## config.mk

```make
export PLATFORM = sky130hd
export DESIGN_NAME = ohlc_bar_aggregator
export DESIGN_NICKNAME = d
export VERILOG_FILES = /design/src/hdl/ohlc_pkg.sv /design/src/hdl/ohlc_front.sv /design/src/hdl/ohlc_queue.sv /design/src/hdl/ohlc_back.sv /design/src/hdl/ohlc_bar_aggregator.sv
export SDC_FILE = /design/constraint.sdc
export NUM_CORES = 1
export LEC_CHECK = 0
export ABC_AREA = 0
export ABC_CLOCK_PERIOD_IN_PS = 30000
export BUFFER_PORTS_ARGS = -buffer_cell sky130_fd_sc_hd__buf_2
export CORE_AREA = 2 2 543 275
export CTS_BUF_LIST = sky130_fd_sc_hd__clkbuf_4
export CTS_CLUSTER_DIAMETER = 80
export DETAILED_ROUTE_END_ITERATION = 6
export DIE_AREA = 0 0 545 277
export HOLD_SLACK_MARGIN = 0.15
export PLACE_DENSITY = 0.43
export SLEW_MARGIN = 15
export SYNTH_ARGS = -nofsm -noshare
export SYNTH_HDL_FRONTEND = slang
export SYNTH_HIERARCHICAL = 1
export SYNTH_SLANG_ARGS = --single-unit
```

## constraint.sdc

```tcl
create_clock -name clock -period 30 [get_ports clock]
set_clock_uncertainty 0.15 [all_clocks]
set_input_delay 4.5 -clock clock [delete_from_list [all_inputs] [get_ports clock]]
set_output_delay 4.5 -clock clock [all_outputs]
set_load 0.01 [all_outputs]
```

## src/hdl/ohlc_pkg.sv

```systemverilog
// ----------------------------------------------------------------------------
// ohlc_pkg
// Shared widths, codes, item types and the bar-interval table for the
// OHLCV bar aggregator.
// ----------------------------------------------------------------------------
`default_nettype none

package ohlc_pkg;

   localparam int TIME_W  = 32;
   localparam int PRICE_W = 32;
   localparam int QTY_W   = 32;
   localparam int VOL_W   = 48;
   localparam int CNT_W   = 32;
   localparam int IVL_W   = 2;

   localparam int REQ_DATA_W = TIME_W + PRICE_W + QTY_W;
   localparam int RSP_DATA_W = 2 * TIME_W + 4 * PRICE_W + VOL_W + CNT_W;

   localparam int QUEUE_DEPTH = 4;
   localparam int QUEUE_AW    = $clog2(QUEUE_DEPTH);
   localparam int QUEUE_CW    = $clog2(QUEUE_DEPTH + 1);

   localparam int CSR_AW = 3;
   localparam int CSR_DW = 32;

   // Register index within the CSR map (byte address 4 * index)
   localparam logic [CSR_AW-3:0] CSR_IDX_INTERVAL = 1'b0;

   // Interval select codes
   localparam logic [IVL_W-1:0] IVL_SECOND = 2'd0;
   localparam logic [IVL_W-1:0] IVL_MINUTE = 2'd1;
   localparam logic [IVL_W-1:0] IVL_HOUR   = 2'd2;
   localparam logic [IVL_W-1:0] IVL_DAY    = 2'd3;
   localparam logic [IVL_W-1:0] IVL_RESET  = IVL_MINUTE;

   localparam logic [VOL_W-1:0] VOL_MAX = {VOL_W{1'b1}};
   localparam logic [CNT_W-1:0] CNT_MAX = {CNT_W{1'b1}};

   // Input command codes
   localparam logic CMD_TRADE = 1'b0;
   localparam logic CMD_FLUSH = 1'b1;

   typedef struct packed {
      logic               flush;
      logic [TIME_W-1:0]  trade_time;
      logic [TIME_W-1:0]  close_time;
      logic [PRICE_W-1:0] price;
      logic [QTY_W-1:0]   quantity;
   } ohlc_item_type;

   typedef struct packed {
      logic [TIME_W-1:0]  open_time;
      logic [TIME_W-1:0]  close_time;
      logic [PRICE_W-1:0] open_price;
      logic [PRICE_W-1:0] high_price;
      logic [PRICE_W-1:0] low_price;
      logic [PRICE_W-1:0] close_price;
      logic [VOL_W-1:0]   volume;
      logic [CNT_W-1:0]   count;
   } ohlc_bar_type;

   function automatic logic [TIME_W-1:0] interval_seconds(input logic [IVL_W-1:0] sel);
      logic [TIME_W-1:0] secs;
      unique case (sel)
         IVL_SECOND: secs = TIME_W'(1);
         IVL_MINUTE: secs = TIME_W'(60);
         IVL_HOUR:   secs = TIME_W'(60 * 60);
         IVL_DAY:    secs = TIME_W'(24 * 60 * 60);
      endcase
      return secs;
   endfunction

endpackage

`default_nettype wire

```

## src/hdl/ohlc_front.sv

```systemverilog
// ----------------------------------------------------------------------------
// ohlc_front
// Interval register with its CSR port; decodes incoming transactions and
// precomputes the close time a trade would give a new bar.
// ----------------------------------------------------------------------------
`default_nettype none

module ohlc_front (
   input  wire logic                            clock,
   input  wire logic                            reset,
   input  wire logic                            req_tvalid,
   output logic                                 req_tready,
   input  wire logic [ohlc_pkg::REQ_DATA_W-1:0] req_tdata,
   input  wire logic                            req_tuser,
   input  wire logic                            csr_psel,
   input  wire logic                            csr_penable,
   input  wire logic                            csr_pwrite,
   input  wire logic [ohlc_pkg::CSR_AW-1:0]     csr_paddr,
   input  wire logic [ohlc_pkg::CSR_DW-1:0]     csr_pwdata,
   output logic [ohlc_pkg::CSR_DW-1:0]          csr_prdata,
   output logic                                 csr_pready,
   output logic                                 push_valid,
   input  wire logic                            push_ready,
   output ohlc_pkg::ohlc_item_type              push_item
);

   logic [ohlc_pkg::IVL_W-1:0] interval_ff;
   logic [ohlc_pkg::IVL_W-1:0] interval_in;
   logic                       csr_write;
   logic                       csr_hit;
   logic [ohlc_pkg::TIME_W-1:0] trade_time;

   assign csr_pready = 1'b1;
   assign csr_hit    = (csr_paddr[ohlc_pkg::CSR_AW-1:2] == ohlc_pkg::CSR_IDX_INTERVAL);
   assign csr_write  = csr_psel && csr_penable && csr_pwrite && csr_pready;

   always_comb begin
      interval_in = interval_ff;
      if (csr_write && csr_hit) begin
         interval_in = csr_pwdata[ohlc_pkg::IVL_W-1:0];
      end
   end

   always_ff @(posedge clock) begin
      if (reset) begin
         interval_ff <= ohlc_pkg::IVL_RESET;
      end else begin
         interval_ff <= interval_in;
      end
   end

   always_comb begin
      csr_prdata = '0;
      if (csr_hit) begin
         csr_prdata = ohlc_pkg::CSR_DW'(interval_ff);
      end
   end

   // Classify and pass into the queue; close time is open time plus interval
   assign trade_time = req_tdata[ohlc_pkg::TIME_W-1:0];

   assign push_valid            = req_tvalid;
   assign req_tready            = push_ready;
   assign push_item.flush       = (req_tuser == ohlc_pkg::CMD_FLUSH);
   assign push_item.trade_time  = trade_time;
   assign push_item.close_time  = trade_time + ohlc_pkg::interval_seconds(interval_ff);
   assign push_item.price       =
      req_tdata[ohlc_pkg::TIME_W +: ohlc_pkg::PRICE_W];
   assign push_item.quantity    =
      req_tdata[ohlc_pkg::TIME_W + ohlc_pkg::PRICE_W +: ohlc_pkg::QTY_W];

endmodule

`default_nettype wire

```

## src/hdl/ohlc_queue.sv

```systemverilog
// ----------------------------------------------------------------------------
// ohlc_queue
// Short flip-flop FIFO between the decode front and the bar back end.
// ----------------------------------------------------------------------------
`default_nettype none

module ohlc_queue (
   input  wire logic                    clock,
   input  wire logic                    reset,
   input  wire logic                    push_valid,
   output logic                         push_ready,
   input  wire ohlc_pkg::ohlc_item_type push_item,
   output logic                         pop_valid,
   input  wire logic                    pop_ready,
   output ohlc_pkg::ohlc_item_type      pop_item
);

   ohlc_pkg::ohlc_item_type          entry_ff [ohlc_pkg::QUEUE_DEPTH];
   logic [ohlc_pkg::QUEUE_AW-1:0]    wr_ptr_ff;
   logic [ohlc_pkg::QUEUE_AW-1:0]    wr_ptr_in;
   logic [ohlc_pkg::QUEUE_AW-1:0]    rd_ptr_ff;
   logic [ohlc_pkg::QUEUE_AW-1:0]    rd_ptr_in;
   logic [ohlc_pkg::QUEUE_CW-1:0]    count_ff;
   logic [ohlc_pkg::QUEUE_CW-1:0]    count_in;
   logic                             do_push;
   logic                             do_pop;

   assign push_ready = (count_ff != ohlc_pkg::QUEUE_CW'(ohlc_pkg::QUEUE_DEPTH));
   assign pop_valid  = (count_ff != '0);
   assign pop_item   = entry_ff[rd_ptr_ff];

   assign do_push = push_valid && push_ready;
   assign do_pop  = pop_valid && pop_ready;

   always_comb begin
      wr_ptr_in = do_push ? wr_ptr_ff + 1'b1 : wr_ptr_ff;
      rd_ptr_in = do_pop  ? rd_ptr_ff + 1'b1 : rd_ptr_ff;
      count_in  = count_ff;
      if (do_push && !do_pop) begin
         count_in = count_ff + 1'b1;
      end else if (do_pop && !do_push) begin
         count_in = count_ff - 1'b1;
      end
   end

   always_ff @(posedge clock) begin
      if (reset) begin
         wr_ptr_ff <= '0;
         rd_ptr_ff <= '0;
         count_ff  <= '0;
      end else begin
         wr_ptr_ff <= wr_ptr_in;
         rd_ptr_ff <= rd_ptr_in;
         count_ff  <= count_in;
      end
   end

   always_ff @(posedge clock) begin
      if (do_push) begin
         entry_ff[wr_ptr_ff] <= push_item;
      end
   end

endmodule

`default_nettype wire

```

## src/hdl/ohlc_back.sv

```systemverilog
// ----------------------------------------------------------------------------
// ohlc_back
// Open bar state: close test, high/low/close update, saturating volume and
// count, and the registered result stage.
// ----------------------------------------------------------------------------
`default_nettype none

module ohlc_back (
   input  wire logic                    clock,
   input  wire logic                    reset,
   input  wire logic                    pop_valid,
   output logic                         pop_ready,
   input  wire ohlc_pkg::ohlc_item_type pop_item,
   output logic                         bar_valid,
   input  wire logic                    bar_ready,
   output ohlc_pkg::ohlc_bar_type       bar_out
);

   logic                       active_ff;
   logic                       active_in;
   ohlc_pkg::ohlc_bar_type     bar_ff;
   ohlc_pkg::ohlc_bar_type     bar_in;
   logic                       out_valid_ff;
   logic                       out_valid_in;
   ohlc_pkg::ohlc_bar_type     out_ff;
   logic                       do_pop;
   logic                       emit;
   logic                       closes;
   logic [ohlc_pkg::TIME_W-1:0] time_diff;
   logic [ohlc_pkg::VOL_W:0]   vol_sum;

   assign pop_ready = !out_valid_ff || bar_ready;
   assign do_pop    = pop_valid && pop_ready;

   // Trade at or after close: wrapped difference is non-negative
   assign time_diff = pop_item.trade_time - bar_ff.close_time;
   assign closes    = !time_diff[ohlc_pkg::TIME_W-1];
   assign vol_sum   = {1'b0, bar_ff.volume} +
                      (ohlc_pkg::VOL_W + 1)'(pop_item.quantity);

   always_comb begin
      active_in = active_ff;
      bar_in    = bar_ff;
      emit      = 1'b0;
      if (do_pop) begin
         priority if (pop_item.flush) begin
            emit      = active_ff;
            active_in = 1'b0;
         end else if (!active_ff || closes) begin
            emit              = active_ff;
            active_in         = 1'b1;
            bar_in.open_time  = pop_item.trade_time;
            bar_in.close_time = pop_item.close_time;
            bar_in.open_price = pop_item.price;
            bar_in.high_price = pop_item.price;
            bar_in.low_price  = pop_item.price;
            bar_in.close_price = pop_item.price;
            bar_in.volume     = ohlc_pkg::VOL_W'(pop_item.quantity);
            bar_in.count      = ohlc_pkg::CNT_W'(1);
         end else begin
            if (pop_item.price > bar_ff.high_price) begin
               bar_in.high_price = pop_item.price;
            end
            if (pop_item.price < bar_ff.low_price) begin
               bar_in.low_price = pop_item.price;
            end
            bar_in.close_price = pop_item.price;
            bar_in.volume = vol_sum[ohlc_pkg::VOL_W] ? ohlc_pkg::VOL_MAX
                                                     : vol_sum[ohlc_pkg::VOL_W-1:0];
            if (bar_ff.count != ohlc_pkg::CNT_MAX) begin
               bar_in.count = bar_ff.count + 1'b1;
            end
         end
      end
   end

   always_comb begin
      out_valid_in = out_valid_ff;
      if (emit) begin
         out_valid_in = 1'b1;
      end else if (bar_ready) begin
         out_valid_in = 1'b0;
      end
   end

   always_ff @(posedge clock) begin
      if (reset) begin
         active_ff    <= 1'b0;
         out_valid_ff <= 1'b0;
      end else begin
         active_ff    <= active_in;
         out_valid_ff <= out_valid_in;
      end
   end

   always_ff @(posedge clock) begin
      bar_ff <= bar_in;
      if (emit) begin
         out_ff <= bar_ff;
      end
   end

   assign bar_valid = out_valid_ff;
   assign bar_out   = out_ff;

endmodule

`default_nettype wire

```

## src/hdl/ohlc_bar_aggregator.sv

```systemverilog
// ----------------------------------------------------------------------------
// ohlc_bar_aggregator
// Builds open-high-low-close-volume bars from a time-ordered trade stream.
// ----------------------------------------------------------------------------
// Usage:
//   req channel carries one transaction per trade or flush command. tuser
//   selects the kind (0 trade, 1 flush); tdata holds trade_time, price_cents
//   and quantity. A trade at or after the open bar's close time finishes that
//   bar and opens a new one; a flush finishes the open bar, if any.
//   rsp channel carries one finished bar per transaction.
//   csr port holds interval_select at byte address 0 (0 second, 1 minute,
//   2 hour, 3 day); write it only while the block is idle.
// Timing:
//   Throughput is one transaction per cycle while rsp is not stalled. A finished
//   bar reaches rsp through the decode front and queue, then through the bar
//   update and result register.
// Reset:
//   Interval returns to one minute, no bar is open, queue and result are empty.
// Stall:
//   A stalled rsp holds the result register and the back end; the 4-entry
//   queue absorbs further transactions, then req_tready drops.
// ----------------------------------------------------------------------------
`default_nettype none

module ohlc_bar_aggregator (
   input  wire logic                            clock,
   input  wire logic                            reset,
   // Input transactions
   input  wire logic                            req_tvalid,
   output logic                                 req_tready,
   // [31:0] trade_time, [63:32] price_cents, [95:64] quantity
   input  wire logic [ohlc_pkg::REQ_DATA_W-1:0] req_tdata,
   // [0] cmd
   input  wire logic                            req_tuser,
   // Finished bars
   output logic                                 rsp_tvalid,
   input  wire logic                            rsp_tready,
   // [31:0] bar_open_time, [63:32] bar_close_time, [95:64] open_price,
   // [127:96] high_price, [159:128] low_price, [191:160] close_price,
   // [239:192] bar_volume, [271:240] trade_count
   output logic [ohlc_pkg::RSP_DATA_W-1:0]      rsp_tdata,
   // Configuration
   input  wire logic                            csr_psel,
   input  wire logic                            csr_penable,
   input  wire logic                            csr_pwrite,
   input  wire logic [ohlc_pkg::CSR_AW-1:0]     csr_paddr,
   input  wire logic [ohlc_pkg::CSR_DW-1:0]     csr_pwdata,
   output logic [ohlc_pkg::CSR_DW-1:0]          csr_prdata,
   output logic                                 csr_pready
);

   logic                    push_valid;
   logic                    push_ready;
   ohlc_pkg::ohlc_item_type push_item;
   logic                    pop_valid;
   logic                    pop_ready;
   ohlc_pkg::ohlc_item_type pop_item;
   ohlc_pkg::ohlc_bar_type  bar_out;

   // Decode transactions, hold the interval register
   ohlc_front u_front (
      .clock       (clock),
      .reset       (reset),
      .req_tvalid  (req_tvalid),
      .req_tready  (req_tready),
      .req_tdata   (req_tdata),
      .req_tuser   (req_tuser),
      .csr_psel    (csr_psel),
      .csr_penable (csr_penable),
      .csr_pwrite  (csr_pwrite),
      .csr_paddr   (csr_paddr),
      .csr_pwdata  (csr_pwdata),
      .csr_prdata  (csr_prdata),
      .csr_pready  (csr_pready),
      .push_valid  (push_valid),
      .push_ready  (push_ready),
      .push_item   (push_item)
   );

   // Decouple front and back so each side stalls on its own
   ohlc_queue u_queue (
      .clock      (clock),
      .reset      (reset),
      .push_valid (push_valid),
      .push_ready (push_ready),
      .push_item  (push_item),
      .pop_valid  (pop_valid),
      .pop_ready  (pop_ready),
      .pop_item   (pop_item)
   );

   // Update the open bar and register finished bars
   ohlc_back u_back (
      .clock     (clock),
      .reset     (reset),
      .pop_valid (pop_valid),
      .pop_ready (pop_ready),
      .pop_item  (pop_item),
      .bar_valid (rsp_tvalid),
      .bar_ready (rsp_tready),
      .bar_out   (bar_out)
   );

   // Pack the first field into the lowest bits
   assign rsp_tdata = {bar_out.count, bar_out.volume, bar_out.close_price,
                       bar_out.low_price, bar_out.high_price, bar_out.open_price,
                       bar_out.close_time, bar_out.open_time};

endmodule

`default_nettype wire
```

-- Yosys cells after proc, flatten, opt, wreduce, memory -nomap -nowiden
Memories as Yosys holds them, arrays and structs flattened. A register that Yosys moved wholly into a read port is not among the register bits.
Cells that the tools add are included.
- register bits after elaboration: 555
- bits in latches: 0
- RAM bits: 516
- ROM bits: 0
- input bits: 139
- output and inout bits: 307
- memories kept: 1
- add/sub/neg operators: 8
- multiply operators: 0
- divide/modulo/power cells: 0
- magnitude comparators: 2
- eq/ne operators: 5
- shift-type cells: 0
- multiplexer cells: 20
- bitwise logic cells: 2
- reductions and logical operators: 28
- memory list (memory ; depth ; bits a word ; read ports ; clocked after Yosys merged registers in ; wr ports ; line ; text):
    u_queue.entry_ff ; 4 ; 129 ; 1 ; 1 ; 1 ; ohlc_queue.sv:18 ; ohlc_pkg::ohlc_item_type entry_ff [ohlc_pkg::QUEUE_DEPTH];
- operator list (cell ; number):
    2-to-1 mux 176 bit ; 1
    case mux 32 bit (4 select lines) ; 1
    2-to-1 mux 32 bit ; 3
    adder 48 x 32 -> 49 bit ; 1
    2-to-1 mux 48 bit ; 1
    adder 32 x 1 -> 32 bit, second input constant ; 1
    adder 32 bit ; 1
    > comparator 32 bit ; 1
    less-than comparator 32 bit ; 1
    inequality test 32 bit, second input constant ; 1
    subtractor 32 bit ; 1
    AND reduction 3 bit ; 4
    nonzero test 2 bit ; 6
    2-to-1 mux 1 bit ; 9
    logical AND 1 bit ; 7
    2-to-1 mux 2 bit ; 3
    2-to-1 mux 3 bit ; 2
    logical NOT 1 bit ; 5
    adder 2 x 1 -> 2 bit, second input constant ; 2
    == test 2 bit, second input constant ; 2
    AND reduction 2 bit ; 2
    adder 3 x 1 -> 3 bit, second input constant ; 1
    inequality test 3 bit, second input constant ; 1
    nonzero test 3 bit ; 1
    other kinds (5) ; 7

-- Logic depth before layout (Yosys ltp)
- depth in word-level cells: 7
- gate-level depth with buffers: 15
- mapped depth without buffers: 13

-- By module
Netlist, hierarchy kept.
- modules (own cells, without submodules) (module ; instances ; cells an instance ; area each (um^2)):
    ohlc_back ; 1 ; 1392 ; 21987.3
    ohlc_queue ; 1 ; 721 ; 19088.3
    ohlc_front ; 1 ; 358 ; 2652.5

-- Worst setup path after synthesis
OpenSTA, ideal clock, no wires.
- kind: input-to-reg
- start: in rsp_tready
- end: reg u_back.out_ff (netlist bit u_back/bar_out[0]), enable pin
- setup time: 0.909 ns
- data arrival time: 15.989 ns
- path slack: 12.952 ns
- stages on the path: 3
- buffers on the path: 0
- path through: nand2b_1 > nand2_1 > nor2_1
- longest elaborated chain between the ends: 3
- ends and longest elaborated chain (what ; line ; text):
    start: declaration ; ohlc_bar_aggregator.sv:37 ; input wire logic rsp_tready,
    logical OR 1 bit ; ohlc_back.sv:32 ; assign pop_ready = !out_valid_ff || bar_ready;
    logical AND 1 bit ; ohlc_back.sv:33 ; assign do_pop = pop_valid && pop_ready;
    2-to-1 mux 1 bit ; ohlc_back.sv:45 ; if (do_pop) begin
    named net u_back.emit ; ohlc_back.sv:27 ; logic emit;
    end signal: assignment ; ohlc_back.sv:99 ; out_ff <= bar_ff;
    end: declaration ; ohlc_back.sv:25 ; ohlc_pkg::ohlc_bar_type out_ff;
The timed path passes the listed nets, and every way through them passes these cells.
A chain may end at the register's enable or synchronous reset.

-- Worst setup path in the final report
- start: in csr_paddr[2] (netlist name)
- end: out csr_prdata[1] (netlist name)
- longest elaborated chain between the ends: 1
- ends and longest elaborated chain (what ; line ; text):
    start: declaration ; ohlc_bar_aggregator.sv:46 ; input wire logic [ohlc_pkg::CSR_AW-1:0] csr_paddr,
    2-to-1 mux 2 bit ; ohlc_front.sv:54 ; if (csr_hit) begin
    end: declaration ; ohlc_bar_aggregator.sv:48 ; output logic [ohlc_pkg::CSR_DW-1:0] csr_prdata,
No other way between the ends.

==> metrics.txt <==
RSZ-0062 raised after global routing no; setup TNS 0 ns; vias in the first global route 24.49k; register area share after synthesis 73.39%; Hold Crit Start u_back/bar_ff[199]; Ys Warns 6; Pre-antenna DRT Iters 5; Final Hold Viols 0; Pleak 17.90 nW; Slew Limit Fails 0; hpwl dp 74.08 mm; clk_lat worst skew 1.02 ns; postcts setup bufs 0; Compound-Gate Fraction of Synth Area 4.684%; Peak VDD IR 32.72 µV; Port-buffer cells 382; root buf cell clkbuf_4; WP data required 25.35 ns; final core occ 34.34%; gpl congestion 0.7878; Fmax 105.6 MHz; prevailing post-synth register cell edfxtp_1; Reg power frac 45.7%; ANT nets after route 0; GRT met1 Usage 22.34%; Worst Hold Endpoint u_back/bar_out[199]; register area 32100 µm²; final WL 113.7 mm; count of different cell masters after synthesis 92; cts hold-fix bufs 0; chip height 277 µm; Synth Area in XOR/XNOR 2.117%; Vias/cell 4.574; HP Class reg -> reg; TritonCTS clock tree done; fraction of registers with async set or reset after synthesis 0%; hold-critical path depth 0; Slew @ Worst Pin 1.108 ns; outcome completed; number of cell rows 100; CTS Sinks 1073; post-route DRC violation count 0; Pint 3.349 mW; GRT Total Usage 14.94%; initial core utilization 29.74%; final setup fails 0; met3 Resource Use GR 4.179%; Worst R2R Setup Slack 20.87 ns; initial antenna violation count 27; worst r2r dst u_back/bar_out[137]; Post-Syn Instances 2471; Final #Nets 3269; CTS Buf Count 274; total power 5.079 mW; EDFF count, synth 1060; post-CTS sizing 0; synthesized area 43730 µm²; syn avg cell area 17.70 µm²; via count 23.59k; r2r worst-path depth 15; Adder-Cell Fraction of Synth Area 4.126%; largest family of logic cells by synthesized area multiplexers; mux cell area share after synthesis 6.761%; area used by multi-input combinational logic 9945 µm²; Core ar. 147000 µm²; maxcap violations 0; switching pwr 1.730 mW; GRT Residual Overflow 0; Tcrit/Tclk final 31.56%; Clock Tree Buf Depth 4; die area 151000 µm²; Clk pwr share 24.5%; share of cells above drive strength 1 31.53%; first-pass GRT wire length 164.9 mm; switching part of the total 34.07%; Critical Path Fanout Max 3; simple-gate share of the synthesized area 4.644%; P&R area growth vs syn 15.45%; kind of end point of the critical path primary output; PD cells 100.6 nW/µm²; Reg clk slew, reported paths 0.07 ns; Worst Path Arrival 4.82 ns; Final min period 9.470 ns; CTS H-tree depth 5; IO Pins 446; number of synthesized register bits 1073; Starting DRT DRC Count 2040; post-DR wirelength/cell 22.04 µm; Comb pwr share 29.8%; Die Wd 545 µm; kind of critical path in -> out; critical path startpoint category input port; GRT busiest layer met1; max_slew headroom 26.17%; Filler Cells Inserted 14.16k; largest net degree at the start of global routing 70; grt met2 use 20.81%
[worst max-delay path by stage]
stage / cells after the start / endpoint / slack (ns) / from
6_report: 3 / csr_prdata[1] / 20.53 / csr_paddr[2]
3_3_place_gp: 3 / csr_prdata[0] / 20.52 / csr_paddr[2]
3_5_place_dp: 3 / csr_prdata[1] / 20.52 / csr_paddr[2]
5_1_grt: 15 / u_back/bar_out[137] / 20.17 / flop
4_1_cts: 3 / csr_prdata[1] / 20.52 / csr_paddr[2]
2_1_floorplan: 3 / u_back/bar_out[0] / 12.95 / rsp_tready
[power groups by stage]
| stage | Sequential [mW] | Clock, mW | Combinational (mW) |
|---|---|---|---|
| floorplan | 2.38 | 0 | 1.00 |
| global placement | 2.35 | 0 | 1.52 |
| detailed placement | 2.36 | 0 | 1.53 |
| CTS | 2.33 | 1.31 | 1.54 |
| global route | 2.36 | 1.39 | 1.69 |
| finish | 2.32 | 1.24 | 1.51 |
[placed cells by master, fill, tap and decap left out, types with 7 or more instances in the layout]
| cell type | netlist | routed |
|---|---|---|
| buf_2 | 36 | 382 |
| nand2b_1 | 11 | 11 |
| a31oi_1 | 15 | 15 |
| nand2_1 | 92 | 92 |
| edfxtp_1 | 1060 | 1060 |
| diode_2 | 0 | 9 |
| and3_1 | 18 | 18 |
| xnor2_1 | 47 | 47 |
| dfxtp_1 | 13 | 11 |
| nand3_1 | 34 | 34 |
| a21o_1 | 41 | 41 |
| buf_4 | 134 | 26 |
| nor3_1 | 11 | 11 |
| xor2_1 | 55 | 55 |
| a21oi_1 | 98 | 96 |
| clkinv_2 | 0 | 10 |
| nand4_1 | 32 | 32 |
| inv_1 | 117 | 116 |
| clkbuf_4 | 0 | 380 |
| and2_1 | 11 | 7 |
| nor2_1 | 116 | 114 |
| nor2b_1 | 12 | 11 |
| o21ai_0 | 51 | 51 |
| clkinv_1 | 0 | 38 |
| conb_1 | 2 | 31 |
| a211oi_1 | 8 | 8 |
| mux4_2 | 129 | 129 |
| and4_1 | 7 | 7 |
| bufinv_16 | 0 | 7 |
| nand4b_1 | 7 | 7 |
| ha_1 | 141 | 141 |
[Yosys cell counts (32+ instances only)]
| master | n | area [µm²] |
|---|---|---|
| a21o_1 | 41 | 307.8 |
| a21oi_1 | 98 | 490.5 |
| buf_2 | 36 | 180.2 |
| buf_4 | 134 | 1006 |
| edfxtp_1 | 1060 | 31830 |
| ha_1 | 141 | 1764 |
| inv_1 | 117 | 439.2 |
| mux4_2 | 129 | 2905 |
| nand2_1 | 92 | 345.3 |
| nand3_1 | 34 | 170.2 |
| nand4_1 | 32 | 200.2 |
| nor2_1 | 116 | 435.4 |
| o21ai_0 | 51 | 255.2 |
| xnor2_1 | 47 | 411.6 |
| xor2_1 | 55 | 481.7 |
[registers in the layout, summed over array words and instances, names as in the netlist, named ones only]
register             cells
u_queue/rd_ptr_ff        2
u_back/bar_ff          272
u_back/bar_valid         1
u_back/bar_out         272
u_queue/entry_ff       516
u_queue/wr_ptr_ff        2
u_queue/count_ff         3
u_back/active_ff         1
u_front/interval_ff      2
[routing by layer]
metal	part of all wire, %	routed length (µm)	vias to the layer above
met4	2.5	2790	20
met1	49	55590	11980
met2	42	47720	693
met5	0.12	142	-
li1	-	-	10650
met3	6.5	7412	241
[worst max-delay path, stage by stage]
cell and delay (ns):
buf_2 0.11, nor2_1 0.08, buf_2 0.13
[cell type report]
cell class              instances  share of cell area (%)
clock buffers                 380                   5.651
clock inverters                68                  0.9517
well taps                    1989                   4.930
flip-flops and latches       1073                   63.58
repair buffers                410                   4.268
diodes                          9                 0.04461
multi-input cells            1111                   19.70
inverters                     117                  0.8749
[cell families (layout without fill, tap and decap cells)]
family / Yosys count / count (layout)
AND/OR/NAND/NOR: 396 / 396
buffers and inverters: 316 / 975
multiplexers: 134 / 134
adder cells (fa/ha/maj): 143 / 143
flip-flops: 1073 / 1073
AO/OA/AOI/OAI: 303 / 303
other: 2 / 40
XOR/XNOR: 104 / 104
[through the flow]
stage	worst slack, ns	instance area (µm²)	hold slack, ns	std cells
after floorplan	12.95	43840	0.2503	2500
after global placement	20.52	47080	0.2502	4698
final	20.53	50480	0.2646	5157
after CTS	20.52	50430	0.2427	5147
after detailed placement	20.52	47100	0.2545	4699
after global routing	20.17	50470	0.2707	5153
No activity file was read; power rests on OpenSTA's default activity.
